--- config.mk ---
export PLATFORM = sky130hd
export DESIGN_NAME = sorted_list_engine_core_flat
export DESIGN_NICKNAME = d
export VERILOG_FILES = /design/src/rtl/core/slec_pkg.sv /design/src/rtl/core/slec_req_if.sv /design/src/rtl/core/slec_rsp_if.sv /design/src/rtl/core/sorted_list_engine_core.sv /design/src/rtl/core/slec_datapath.sv /design/src/rtl/core/slec_ctrl.sv /design/src/flat_wrapper.sv
export VERILOG_INCLUDE_DIRS = /design/src /design/src/rtl/core
export SDC_FILE = /design/constraint.sdc
export NUM_CORES = 2
export LEC_CHECK = 0
export BUFFER_PORTS_ARGS = -buffer_cell sky130_fd_sc_hd__buf_2
export CAP_MARGIN = 20
export CELL_PAD_IN_SITES_DETAIL_PLACEMENT = 0
export CELL_PAD_IN_SITES_GLOBAL_PLACEMENT = 1
export CORE_ASPECT_RATIO = 0.8
export CORE_MARGIN = 3
export CORE_UTILIZATION = 35
export DETAILED_ROUTE_END_ITERATION = 10
export GPL_ROUTABILITY_DRIVEN = 0
export PLACE_DENSITY_LB_ADDON = 0.05
export REMOVE_ABC_BUFFERS = 1
export SKIP_CTS_REPAIR_TIMING = 1
export SLEW_MARGIN = 20
export SYNTH_ARGS = -nofsm -noshare
export SYNTH_HDL_FRONTEND = slang
export SYNTH_HIERARCHICAL = 1
export SYNTH_SLANG_ARGS = --single-unit
export TNS_END_PERCENT = 50
--- constraint.sdc ---
create_clock -name clock -period 9.2 [get_ports clock]
set_input_delay 0.46 -clock clock [delete_from_list [all_inputs] [get_ports clock]]
set_output_delay 0.46 -clock clock [all_outputs]
set_load 0.05 [all_outputs]
--- src/rtl/core/sorted_list_engine_core_assert.svh ---
// assertion macros for the sorted list engine core
// expects signals named clock and reset in the scope of use
`ifndef SORTED_LIST_ENGINE_CORE_ASSERT_SVH
`define SORTED_LIST_ENGINE_CORE_ASSERT_SVH

`ifndef SYNTHESIS
// checked in and out of reset
`define SLEC_ASSERT_ALWAYS(lbl, prop, msg) \
   lbl: assert property (@(posedge clock) prop) else $error(msg);
// checked only outside reset
`define SLEC_ASSERT(lbl, prop, msg) \
   lbl: assert property (@(posedge clock) disable iff (reset) prop) else $error(msg);
`else
`define SLEC_ASSERT_ALWAYS(lbl, prop, msg)
`define SLEC_ASSERT(lbl, prop, msg)
`endif

`endif

--- src/rtl/core/slec_pkg.sv ---
// shared types, codes and helpers for the sorted list engine core
// no dependencies
`default_nettype none

package slec_pkg;

   localparam int DEPTH_DEF = 32;
   localparam int VAL_W     = 32;

   typedef enum logic [1:0] {
      OP_INSERT    = 2'd0,
      OP_DELETE    = 2'd1,
      OP_DUMP_ASC  = 2'd2,
      OP_DUMP_DESC = 2'd3
   } op_type;

   typedef enum logic [2:0] {
      STS_INSERTED   = 3'd0,
      STS_DELETED    = 3'd1,
      STS_EMPTY_DEL  = 3'd2,
      STS_NOT_FOUND  = 3'd3,
      STS_FULL       = 3'd4,
      STS_DUMP       = 3'd5,
      STS_EMPTY_DUMP = 3'd6
   } status_type;

   typedef enum logic [1:0] {
      S_IDLE    = 2'd0,
      S_SEEK    = 2'd1,
      S_EMIT    = 2'd2,
      S_RESTORE = 2'd3
   } state_type;

   typedef enum logic [2:0] {
      CMD_HOLD      = 3'd0,
      CMD_INSERT    = 3'd1,
      CMD_DELETE    = 3'd2,
      CMD_ROT_LEFT  = 3'd3,
      CMD_ROT_RIGHT = 3'd4
   } cmd_type;

   typedef struct packed {
      logic             empty;
      logic             full;
      logic             found;
      logic [VAL_W-1:0] head;
   } dp_status_type;

   // sign flip so that an unsigned compare orders signed values
   function automatic logic [VAL_W-1:0] order_key(input logic [VAL_W-1:0] v);
      order_key = {~v[VAL_W-1], v[VAL_W-2:0]};
   endfunction

endpackage

`default_nettype wire

--- src/rtl/core/slec_req_if.sv ---
// request channel: valid/ready handshake carrying op and value
// depends on slec_pkg
`default_nettype none

interface slec_req_if;
   logic                      valid;
   logic                      ready;
   slec_pkg::op_type          op;
   logic signed [31:0]        value;

   modport source (output valid, output op, output value, input ready);
   modport sink   (input valid, input op, input value, output ready);
endinterface

`default_nettype wire

--- src/rtl/core/slec_rsp_if.sv ---
// response channel: valid/ready handshake carrying status, entry value and last
// depends on slec_pkg
`default_nettype none

interface slec_rsp_if;
   logic                      valid;
   logic                      ready;
   slec_pkg::status_type      status;
   logic signed [31:0]        entry_value;
   logic                      last;

   modport source (output valid, output status, output entry_value, output last,
                   input ready);
   modport sink   (input valid, input status, input entry_value, input last,
                   output ready);
endinterface

`default_nettype wire

--- src/rtl/core/sorted_list_engine_core.sv ---
// sorted list engine core: insert and delete are done at accept, word out on the next cycle
// a dump walks its states in order: ascending accept, emit per entry, restore per entry;
// descending accept, seek to the largest entry, emit per entry, one restore step; the
// cell array rotates one place per step; one word per emit cycle, a held word stalls the walk
// a new request is taken while the last response word waits if the sink takes it that cycle
// synchronous active-high reset clears the entry count and the controller; no clearing pass
`default_nettype none

`include "sorted_list_engine_core_assert.svh"

module sorted_list_engine_core #(
   parameter int  DEPTH = slec_pkg::DEPTH_DEF,
   localparam int CntW  = $clog2(DEPTH + 1)
) (
   input  wire logic   clock,
   input  wire logic   reset,
   slec_req_if.sink    req_if,
   slec_rsp_if.source  rsp_if
);

   // command from controller, status back from the cell array
   slec_pkg::cmd_type       dp_cmd;
   slec_pkg::dp_status_type dp_status;
   logic [CntW-1:0]         dp_count;
   logic                    req_fire;

   assign req_fire = req_if.valid && req_if.ready;

   // cell array: every cell compares against the operand in parallel,
   // shifts for insert and delete, rotates for dumps
   slec_datapath #(.DEPTH(DEPTH)) u_datapath (
      .clock   (clock),
      .reset   (reset),
      .cmd     (dp_cmd),
      .operand (req_if.value),
      .status  (dp_status),
      .count   (dp_count)
   );

   // decode, dump walk sequencing and the response word register
   slec_ctrl #(.DEPTH(DEPTH)) u_ctrl (
      .clock     (clock),
      .reset     (reset),
      .req_if    (req_if),
      .rsp_if    (rsp_if),
      .dp_status (dp_status),
      .dp_count  (dp_count),
      .cmd       (dp_cmd)
   );

   // entry count never runs past the table size
   `SLEC_ASSERT(a_count_bound, (dp_count <= CntW'(DEPTH)), "entry count exceeds depth")

   // an accepted insert into a table with room grows the count by one
   `SLEC_ASSERT(a_insert_grows,
      (req_fire && req_if.op == slec_pkg::OP_INSERT && !dp_status.full)
         |=> (dp_count == $past(dp_count) + CntW'(1)),
      "insert did not grow count")

   // an accepted delete of a present value shrinks the count by one
   `SLEC_ASSERT(a_delete_shrinks,
      (req_fire && req_if.op == slec_pkg::OP_DELETE && dp_status.found)
         |=> (dp_count == $past(dp_count) - CntW'(1)),
      "delete did not shrink count")

   // reset leaves no response word pending
   `SLEC_ASSERT_ALWAYS(a_reset_clears, $past(reset) |-> !rsp_if.valid, "response valid after reset")

endmodule

`default_nettype wire

--- src/rtl/core/slec_datapath.sv ---
// compare-and-shift cell array holding the sorted entries and the entry count
// depends on slec_pkg
`default_nettype none

module slec_datapath #(
   parameter int  DEPTH = slec_pkg::DEPTH_DEF,
   localparam int CntW  = $clog2(DEPTH + 1)
) (
   input  wire logic                          clock,
   input  wire logic                          reset,
   input  wire slec_pkg::cmd_type             cmd,
   input  wire logic [slec_pkg::VAL_W-1:0]    operand,
   output slec_pkg::dp_status_type            status,
   output logic [CntW-1:0]                    count
);

   logic [slec_pkg::VAL_W-1:0] cell_ff [DEPTH];
   logic [slec_pkg::VAL_W-1:0] cell_in [DEPTH];
   logic [CntW-1:0]            count_ff;
   logic [CntW-1:0]            count_in;

   logic [DEPTH-1:0] valid;
   logic [DEPTH-1:0] le;
   logic [DEPTH-1:0] eq;
   logic [DEPTH-1:0] ins_here;
   logic [DEPTH:0]   hit_pre;

   assign hit_pre[0] = 1'b0;

   for (genvar i = 0; i < DEPTH; i++) begin : g_cell
      localparam int Nxt = (i + 1) % DEPTH;
      localparam int Prv = (i + DEPTH - 1) % DEPTH;

      assign valid[i] = CntW'(i) < count_ff;
      assign le[i]    = valid[i] && (slec_pkg::order_key(cell_ff[i]) <=
                                     slec_pkg::order_key(operand));
      assign eq[i]    = valid[i] && (cell_ff[i] == operand);
      assign hit_pre[i+1] = hit_pre[i] | eq[i];

      if (i == 0) begin : g_first
         assign ins_here[i] = !le[i];
      end else begin : g_rest
         assign ins_here[i] = !le[i] && le[i-1];
      end

      always_comb begin
         case (cmd)
            slec_pkg::CMD_INSERT: begin
               if (le[i]) cell_in[i] = cell_ff[i];
               else if (ins_here[i]) cell_in[i] = operand;
               else cell_in[i] = cell_ff[Prv];
            end
            slec_pkg::CMD_DELETE: begin
               cell_in[i] = (hit_pre[i] || eq[i]) ? cell_ff[Nxt] : cell_ff[i];
            end
            slec_pkg::CMD_ROT_LEFT:  cell_in[i] = cell_ff[Nxt];
            slec_pkg::CMD_ROT_RIGHT: cell_in[i] = cell_ff[Prv];
            default:                 cell_in[i] = cell_ff[i];
         endcase
      end

      always_ff @(posedge clock) begin
         cell_ff[i] <= cell_in[i];
      end
   end

   always_comb begin
      case (cmd)
         slec_pkg::CMD_INSERT: count_in = count_ff + CntW'(1);
         slec_pkg::CMD_DELETE: count_in = count_ff - CntW'(1);
         default:              count_in = count_ff;
      endcase
   end

   always_ff @(posedge clock) begin
      if (reset) begin
         count_ff <= '0;
      end else begin
         count_ff <= count_in;
      end
   end

   assign status.empty = (count_ff == '0);
   assign status.full  = (count_ff == CntW'(DEPTH));
   assign status.found = hit_pre[DEPTH];
   assign status.head  = cell_ff[0];
   assign count        = count_ff;

endmodule

`default_nettype wire

--- src/rtl/core/slec_ctrl.sv ---
// controller: request decode, dump sequencing and the response word register
// depends on slec_pkg, slec_req_if, slec_rsp_if
`default_nettype none

module slec_ctrl #(
   parameter int  DEPTH = slec_pkg::DEPTH_DEF,
   localparam int CntW  = $clog2(DEPTH + 1)
) (
   input  wire logic                     clock,
   input  wire logic                     reset,
   slec_req_if.sink                      req_if,
   slec_rsp_if.source                    rsp_if,
   input  wire slec_pkg::dp_status_type  dp_status,
   input  wire logic [CntW-1:0]          dp_count,
   output slec_pkg::cmd_type             cmd
);

   slec_pkg::state_type  state_ff, state_in;
   logic [CntW-1:0]      cnt_ff, cnt_in;
   logic                 desc_ff, desc_in;
   logic                 rsp_valid_ff, rsp_valid_in;
   slec_pkg::status_type rsp_status_ff, rsp_status_in;
   logic [31:0]          rsp_value_ff, rsp_value_in;
   logic                 rsp_last_ff, rsp_last_in;
   logic                 out_free;
   logic                 at_last;

   assign out_free = !rsp_valid_ff || rsp_if.ready;
   assign at_last  = (cnt_ff == dp_count - CntW'(1));

   always_comb begin
      state_in      = state_ff;
      cnt_in        = cnt_ff;
      desc_in       = desc_ff;
      cmd           = slec_pkg::CMD_HOLD;
      req_if.ready  = 1'b0;
      rsp_valid_in  = rsp_valid_ff && !rsp_if.ready;
      rsp_status_in = rsp_status_ff;
      rsp_value_in  = rsp_value_ff;
      rsp_last_in   = rsp_last_ff;

      case (state_ff)
         slec_pkg::S_IDLE: begin
            req_if.ready = out_free;
            if (req_if.valid && out_free) begin
               rsp_value_in = req_if.value;
               rsp_last_in  = 1'b1;
               case (req_if.op)
                  slec_pkg::OP_INSERT: begin
                     rsp_valid_in = 1'b1;
                     if (dp_status.full) begin
                        rsp_status_in = slec_pkg::STS_FULL;
                     end else begin
                        rsp_status_in = slec_pkg::STS_INSERTED;
                        cmd           = slec_pkg::CMD_INSERT;
                     end
                  end
                  slec_pkg::OP_DELETE: begin
                     rsp_valid_in = 1'b1;
                     if (dp_status.empty) begin
                        rsp_status_in = slec_pkg::STS_EMPTY_DEL;
                     end else if (dp_status.found) begin
                        rsp_status_in = slec_pkg::STS_DELETED;
                        cmd           = slec_pkg::CMD_DELETE;
                     end else begin
                        rsp_status_in = slec_pkg::STS_NOT_FOUND;
                     end
                  end
                  slec_pkg::OP_DUMP_ASC, slec_pkg::OP_DUMP_DESC: begin
                     if (dp_status.empty) begin
                        rsp_valid_in  = 1'b1;
                        rsp_status_in = slec_pkg::STS_EMPTY_DUMP;
                        rsp_value_in  = '0;
                     end else begin
                        desc_in = (req_if.op == slec_pkg::OP_DUMP_DESC);
                        cnt_in  = '0;
                        // descending walk first brings the largest entry to cell 0
                        if (req_if.op == slec_pkg::OP_DUMP_DESC && dp_count > CntW'(1)) begin
                           state_in = slec_pkg::S_SEEK;
                        end else begin
                           state_in = slec_pkg::S_EMIT;
                        end
                     end
                  end
                  default: begin
                     rsp_valid_in = rsp_valid_ff && !rsp_if.ready;
                  end
               endcase
            end
         end
         slec_pkg::S_SEEK: begin
            cmd    = slec_pkg::CMD_ROT_LEFT;
            cnt_in = cnt_ff + CntW'(1);
            if (cnt_ff == dp_count - CntW'(2)) begin
               state_in = slec_pkg::S_EMIT;
               cnt_in   = '0;
            end
         end
         slec_pkg::S_EMIT: begin
            if (out_free) begin
               rsp_valid_in  = 1'b1;
               rsp_status_in = slec_pkg::STS_DUMP;
               rsp_value_in  = dp_status.head;
               rsp_last_in   = at_last;
               cmd           = desc_ff ? slec_pkg::CMD_ROT_RIGHT : slec_pkg::CMD_ROT_LEFT;
               cnt_in        = cnt_ff + CntW'(1);
               if (at_last) begin
                  state_in = slec_pkg::S_RESTORE;
                  cnt_in   = '0;
               end
            end
         end
         slec_pkg::S_RESTORE: begin
            // undo the net rotation left behind by the walk
            if (desc_ff) begin
               cmd      = slec_pkg::CMD_ROT_LEFT;
               state_in = slec_pkg::S_IDLE;
            end else begin
               cmd    = slec_pkg::CMD_ROT_RIGHT;
               cnt_in = cnt_ff + CntW'(1);
               if (at_last) state_in = slec_pkg::S_IDLE;
            end
         end
         default: begin
            state_in = slec_pkg::S_IDLE;
         end
      endcase
   end

   always_ff @(posedge clock) begin
      if (reset) begin
         state_ff     <= slec_pkg::S_IDLE;
         rsp_valid_ff <= 1'b0;
         cnt_ff       <= '0;
         desc_ff      <= 1'b0;
      end else begin
         state_ff     <= state_in;
         rsp_valid_ff <= rsp_valid_in;
         cnt_ff       <= cnt_in;
         desc_ff      <= desc_in;
      end
   end

   always_ff @(posedge clock) begin
      rsp_status_ff <= rsp_status_in;
      rsp_value_ff  <= rsp_value_in;
      rsp_last_ff   <= rsp_last_in;
   end

   assign rsp_if.valid       = rsp_valid_ff;
   assign rsp_if.status      = rsp_status_ff;
   assign rsp_if.entry_value = rsp_value_ff;
   assign rsp_if.last        = rsp_last_ff;

endmodule

`default_nettype wire

--- src/flat_wrapper.sv ---
// flat-port wrapper written by rule: the top's interface ports become plain ports
module sorted_list_engine_core_flat 
#(
   parameter int  DEPTH = slec_pkg::DEPTH_DEF,
   localparam int CntW  = $clog2(DEPTH + 1)
)
  (clock, reset, req_if_valid, req_if_op, req_if_value, req_if_ready, rsp_if_valid, rsp_if_status, rsp_if_entry_value, rsp_if_last, rsp_if_ready);
  slec_req_if req_if_i ();
  slec_rsp_if rsp_if_i ();
  input  wire logic clock;
  input  wire logic reset;
  input wire logic [$bits(req_if_i.valid)-1:0] req_if_valid;
  input wire logic [$bits(req_if_i.op)-1:0] req_if_op;
  input wire logic [$bits(req_if_i.value)-1:0] req_if_value;
  output wire logic [$bits(req_if_i.ready)-1:0] req_if_ready;
  output wire logic [$bits(rsp_if_i.valid)-1:0] rsp_if_valid;
  output wire logic [$bits(rsp_if_i.status)-1:0] rsp_if_status;
  output wire logic [$bits(rsp_if_i.entry_value)-1:0] rsp_if_entry_value;
  output wire logic [$bits(rsp_if_i.last)-1:0] rsp_if_last;
  input wire logic [$bits(rsp_if_i.ready)-1:0] rsp_if_ready;
  assign req_if_i.valid = req_if_valid;
  assign req_if_i.op = req_if_op;
  assign req_if_i.value = req_if_value;
  assign req_if_ready = req_if_i.ready;
  assign rsp_if_valid = rsp_if_i.valid;
  assign rsp_if_status = rsp_if_i.status;
  assign rsp_if_entry_value = rsp_if_i.entry_value;
  assign rsp_if_last = rsp_if_i.last;
  assign rsp_if_i.ready = rsp_if_ready;
  sorted_list_engine_core #(.DEPTH(DEPTH)) u_core (.clock(clock), .reset(reset), .req_if(req_if_i), .rsp_if(rsp_if_i));
endmodule
==> summary.txt <==
Layout
  – Synthesis-to-layout area growth: 13.8%
  – Layout cell share with drive strength beyond 1: 11.0%
  – Cell area after layout: 0.0854 sq mm
  – Fin nets: 8142

Power and ir drop
  – Power per cell area: 495 mW/mm^2
  – Peak supply drop: 0.271 mV
  – LEAKAGE: 0.0331 uW
  – Overall Power: 42300 uW

Logic synthesis
  – Ys async rst share: 0%
  – Post-synthesis register bit count: 1076
  – Mapped Cells: 6992
  – Post-synthesis instance area: 0.0751 sq mm
  – Leading area contributor after synthesis: edfxtp_1
  – Synth area leaders: edfxtp_1, ha_1, a221o_1
  – Main combinational cell family by area after synthesis: compound AO/OA/AOI/OAI gates
  – Top FF cell, synth: edfxtp_1
  – Sequential share of the synthesized area: 42.8%
  – Ys Warns: 6
  – Post-Synth XOR/XNOR Area: 0.152%
  – Post-synthesis cell type count: 90
  – Post-Synth Adder-Cell Area: 17.3%
  – Post-synthesis compound-gate area fraction: 22.8%
  – Multiplexer share of the synthesized area: 0.0133%
  – Synth Area per Inst: 10.7 sq um
  – Count leader, synth: edfxtp_1
  – Synth Area in Simple Gates: 13.5%
  – Post-synth EDFFs: 1060
  – Top-area cell type share of the netlist area: 42.4%
  – Commonest cells post-synth: edfxtp_1, ha_1, a221o_1

Placed design
  – Hpwl dp: 295 mm
  – Port Buffers: 75
  – Setup slack at placement: 1.13 ns
  – Post-DP Area: 0.0811 sq mm

Timing
  – RSZ-0062 raised after global routing: false
  – Final Max Tran Viols: 0
  – TNS Setup: 0 ns
  – Final Cycle Share: 87.3%
  – Final hold viol count: 0
  – Tmin final: 8.03 ns
  – Fin worst setup slack: 1.17 ns
  – Transition time of the tightest slew-check pin: 1.25 ns
  – Clock Skew: 0.0373 ns
  – FMAX: 125 MHz
  – Slew headroom: 16.2%
  – Setup violators final: 0

Floorplan
  – Rows: 151
  – Starting Density: 35.3%
  – Die Height: 420 microns
  – Area of the die: 0.220 sq mm
  – Die width: 524 microns
  – Core area: 0.213 sq mm
  – Top-Level Pins: 76

Setup path
  – Worst setup EP type: register
  – CP max FO: 28
  – Crit-path slowest cell: nor2_4
  – CP Data Arrival Time: 8.71 ns
  – CP Cell Sequence: inv_1, ha_1, nand2b_1, a211oi_1, and3_1, nand4b_1, and4b_1, nand4b_1, nor3_1, buf_4, nand3_1, nand2b_1, o31ai_2, nor2b_4, buf_4, nor2_4, buf_4, nand2_2, buf_4, nor3_1, a221o_1
  – WP data required: 9.89 ns
  – Buf+Inv Stages, Crit Path: 5
  – Setup crit start kind: register
  – Largest stage delay, worst path: 0.90 ns
  – Critical path's top delay family: simple AND/OR/NAND/NOR gates
  – Critical path's most frequent cell: buf_4
  – CP Class: reg2reg

Clock network
  – H-tree Lvls: 4
  – TritonCTS Buffers: 137
  – CTS max path bufs: 3
  – Clk root buf: clkbuf_16
  – CTS clock-pin slew for the worst setup and hold paths: 0.07 ns
  – Worst skew pair latency: 0.82 ns
  – CTS sink cnt: 1076
  – CTS tree: done

Routing
  – Routed via count: 67900
  – Final antenna-violating net count: 0
  – Via-per-instance ratio: 6.78
  – DR WL/cell: 40.0 microns
  – Number of remaining DRC errors: 0
  – Drt first pass iters: 6
  – Iter 0 DRT Violations: 10200
  – Routed WL: 401 mm

Hold path
  – Hold Path Class: in2reg

Outcome
  – Outcome: finished, final reports clean

Flow run
  – Maxcap violations: 0

Global routing
  – Largest net degree at the start of global routing: 145
  – GRT Util Overall: 35.4%
  – Initial antenna violation count: 31
  – First-pass GRT wire length: 544 mm
  – Vias in the first global route: 62800
  – Total congestion overflow: 0
-- logic make-up (layout without fill, tap and decap cells) --
group,Yosys count,after routing
other,0,6
AO/OA/AOI/OAI,2153,2153
XOR/XNOR,13,13
adder cells (fa/ha/maj),1037,1037
buffers and inverters,629,811
multiplexers,1,1
flip-flops,1076,1076
AND/OR/NAND/NOR,2083,2083
-- placed cells by master, fill, tap and decap left out, types with 162 or more instances in the layout --
master    count
o21ai_0     271
a21oi_1     296
buf_4       273
nor2b_1     225
a221o_1     870
a22oi_1     162
edfxtp_1   1060
nand2_1     278
nor2_1      746
ha_1       1037
nor3_1      166
nand4_1     200
-- power breakdown --
| group | switching (uW) | total, uW | internal [uW] |
|---|---|---|---|
| combinational | 13700 | 21800 | 8100 |
| sequential | 4590 | 15100 | 10500 |
| clock | 2400 | 5430 | 3030 |
| total | 20700 | 42300 | 21600 |
-- layout make-up --
class	instances	area (sq um)
fillers	20400	127000
multi-input cells	5287	40900
flip-flops and latches	1076	32200
repair buffers	432	4050
clock buffers	173	3650
well taps	2830	3540
clock inverters	73	597
inverters	133	499
diodes	6	15.0
-- state kept, by name, summed over array words and instances, names as in the netlist --
name                              flops
u_core/u_ctrl/rsp_if.status           3
u_core/u_ctrl/desc_ff                 1
u_core/u_ctrl/state_ff                2
u_core/u_datapath/count               6
u_core/u_ctrl/cnt_ff                  6
u_core/u_ctrl/rsp_if.valid            1
u_core/u_ctrl/rsp_if.last             1
u_core/u_ctrl/rsp_if.entry_value     32
u_core/u_datapath/cell_ff          1024
-- metrics by stage --
stage               utilization, %  std cells  hold WS [ns]
global route                  40.2      10000       0.00352
global placement              38.1       9749         0.528
detailed placement            38.1       9751         0.531
finish                        40.2      10000       0.00509
floorplan                        -       6496         0.503
CTS                           40.1       9997       -0.0900
-- metal layers --
layer  vias to the layer above  global-route usage, %  share of wire, %
met4                        10                   9.98               3.1
li1                      28500                      -                 -
met1                     34600                   51.5                44
met5                         -                      0             0.019
met3                       568                   11.3                12
met2                      4189                   49.6                40
-- worst reg2reg max path, cell delays in order, from the launching register on --
cell	delay [ns]
dfxtp_1	0.45
inv_1	0.26
ha_1	0.65
nand2b_1	0.37
a211oi_1	0.12
and3_1	0.26
nand4b_1	0.44
and4b_1	0.65
nand4b_1	0.28
nor3_1	0.75
buf_4	0.26
nand3_1	0.16
nand2b_1	0.19
o31ai_2	0.10
nor2b_4	0.15
buf_4	0.27
nor2_4	0.93
buf_4	0.42
nand2_2	0.46
buf_4	0.40
nor3_1	0.20
a221o_1	0.13
-- final timing paths --
check	slack (ns)	startpoint	to	cells after the start
setup reg to reg	1.17	u_core/u_datapath/count[0]	u_core/u_datapath/cell_ff[0][146]	21
hold / removal	0.005	req_if_value[26]	u_core/u_ctrl/rsp_if.entry_value[26]	2
hold reg to reg	0.54	u_core/u_ctrl/cnt_ff[0]	u_core/u_ctrl/cnt_ff[0]	2
setup / recovery	1.17	u_core/u_datapath/count[0]	u_core/u_datapath/cell_ff[0][146]	21
Note: power is estimated with default switching activity, not from simulation.
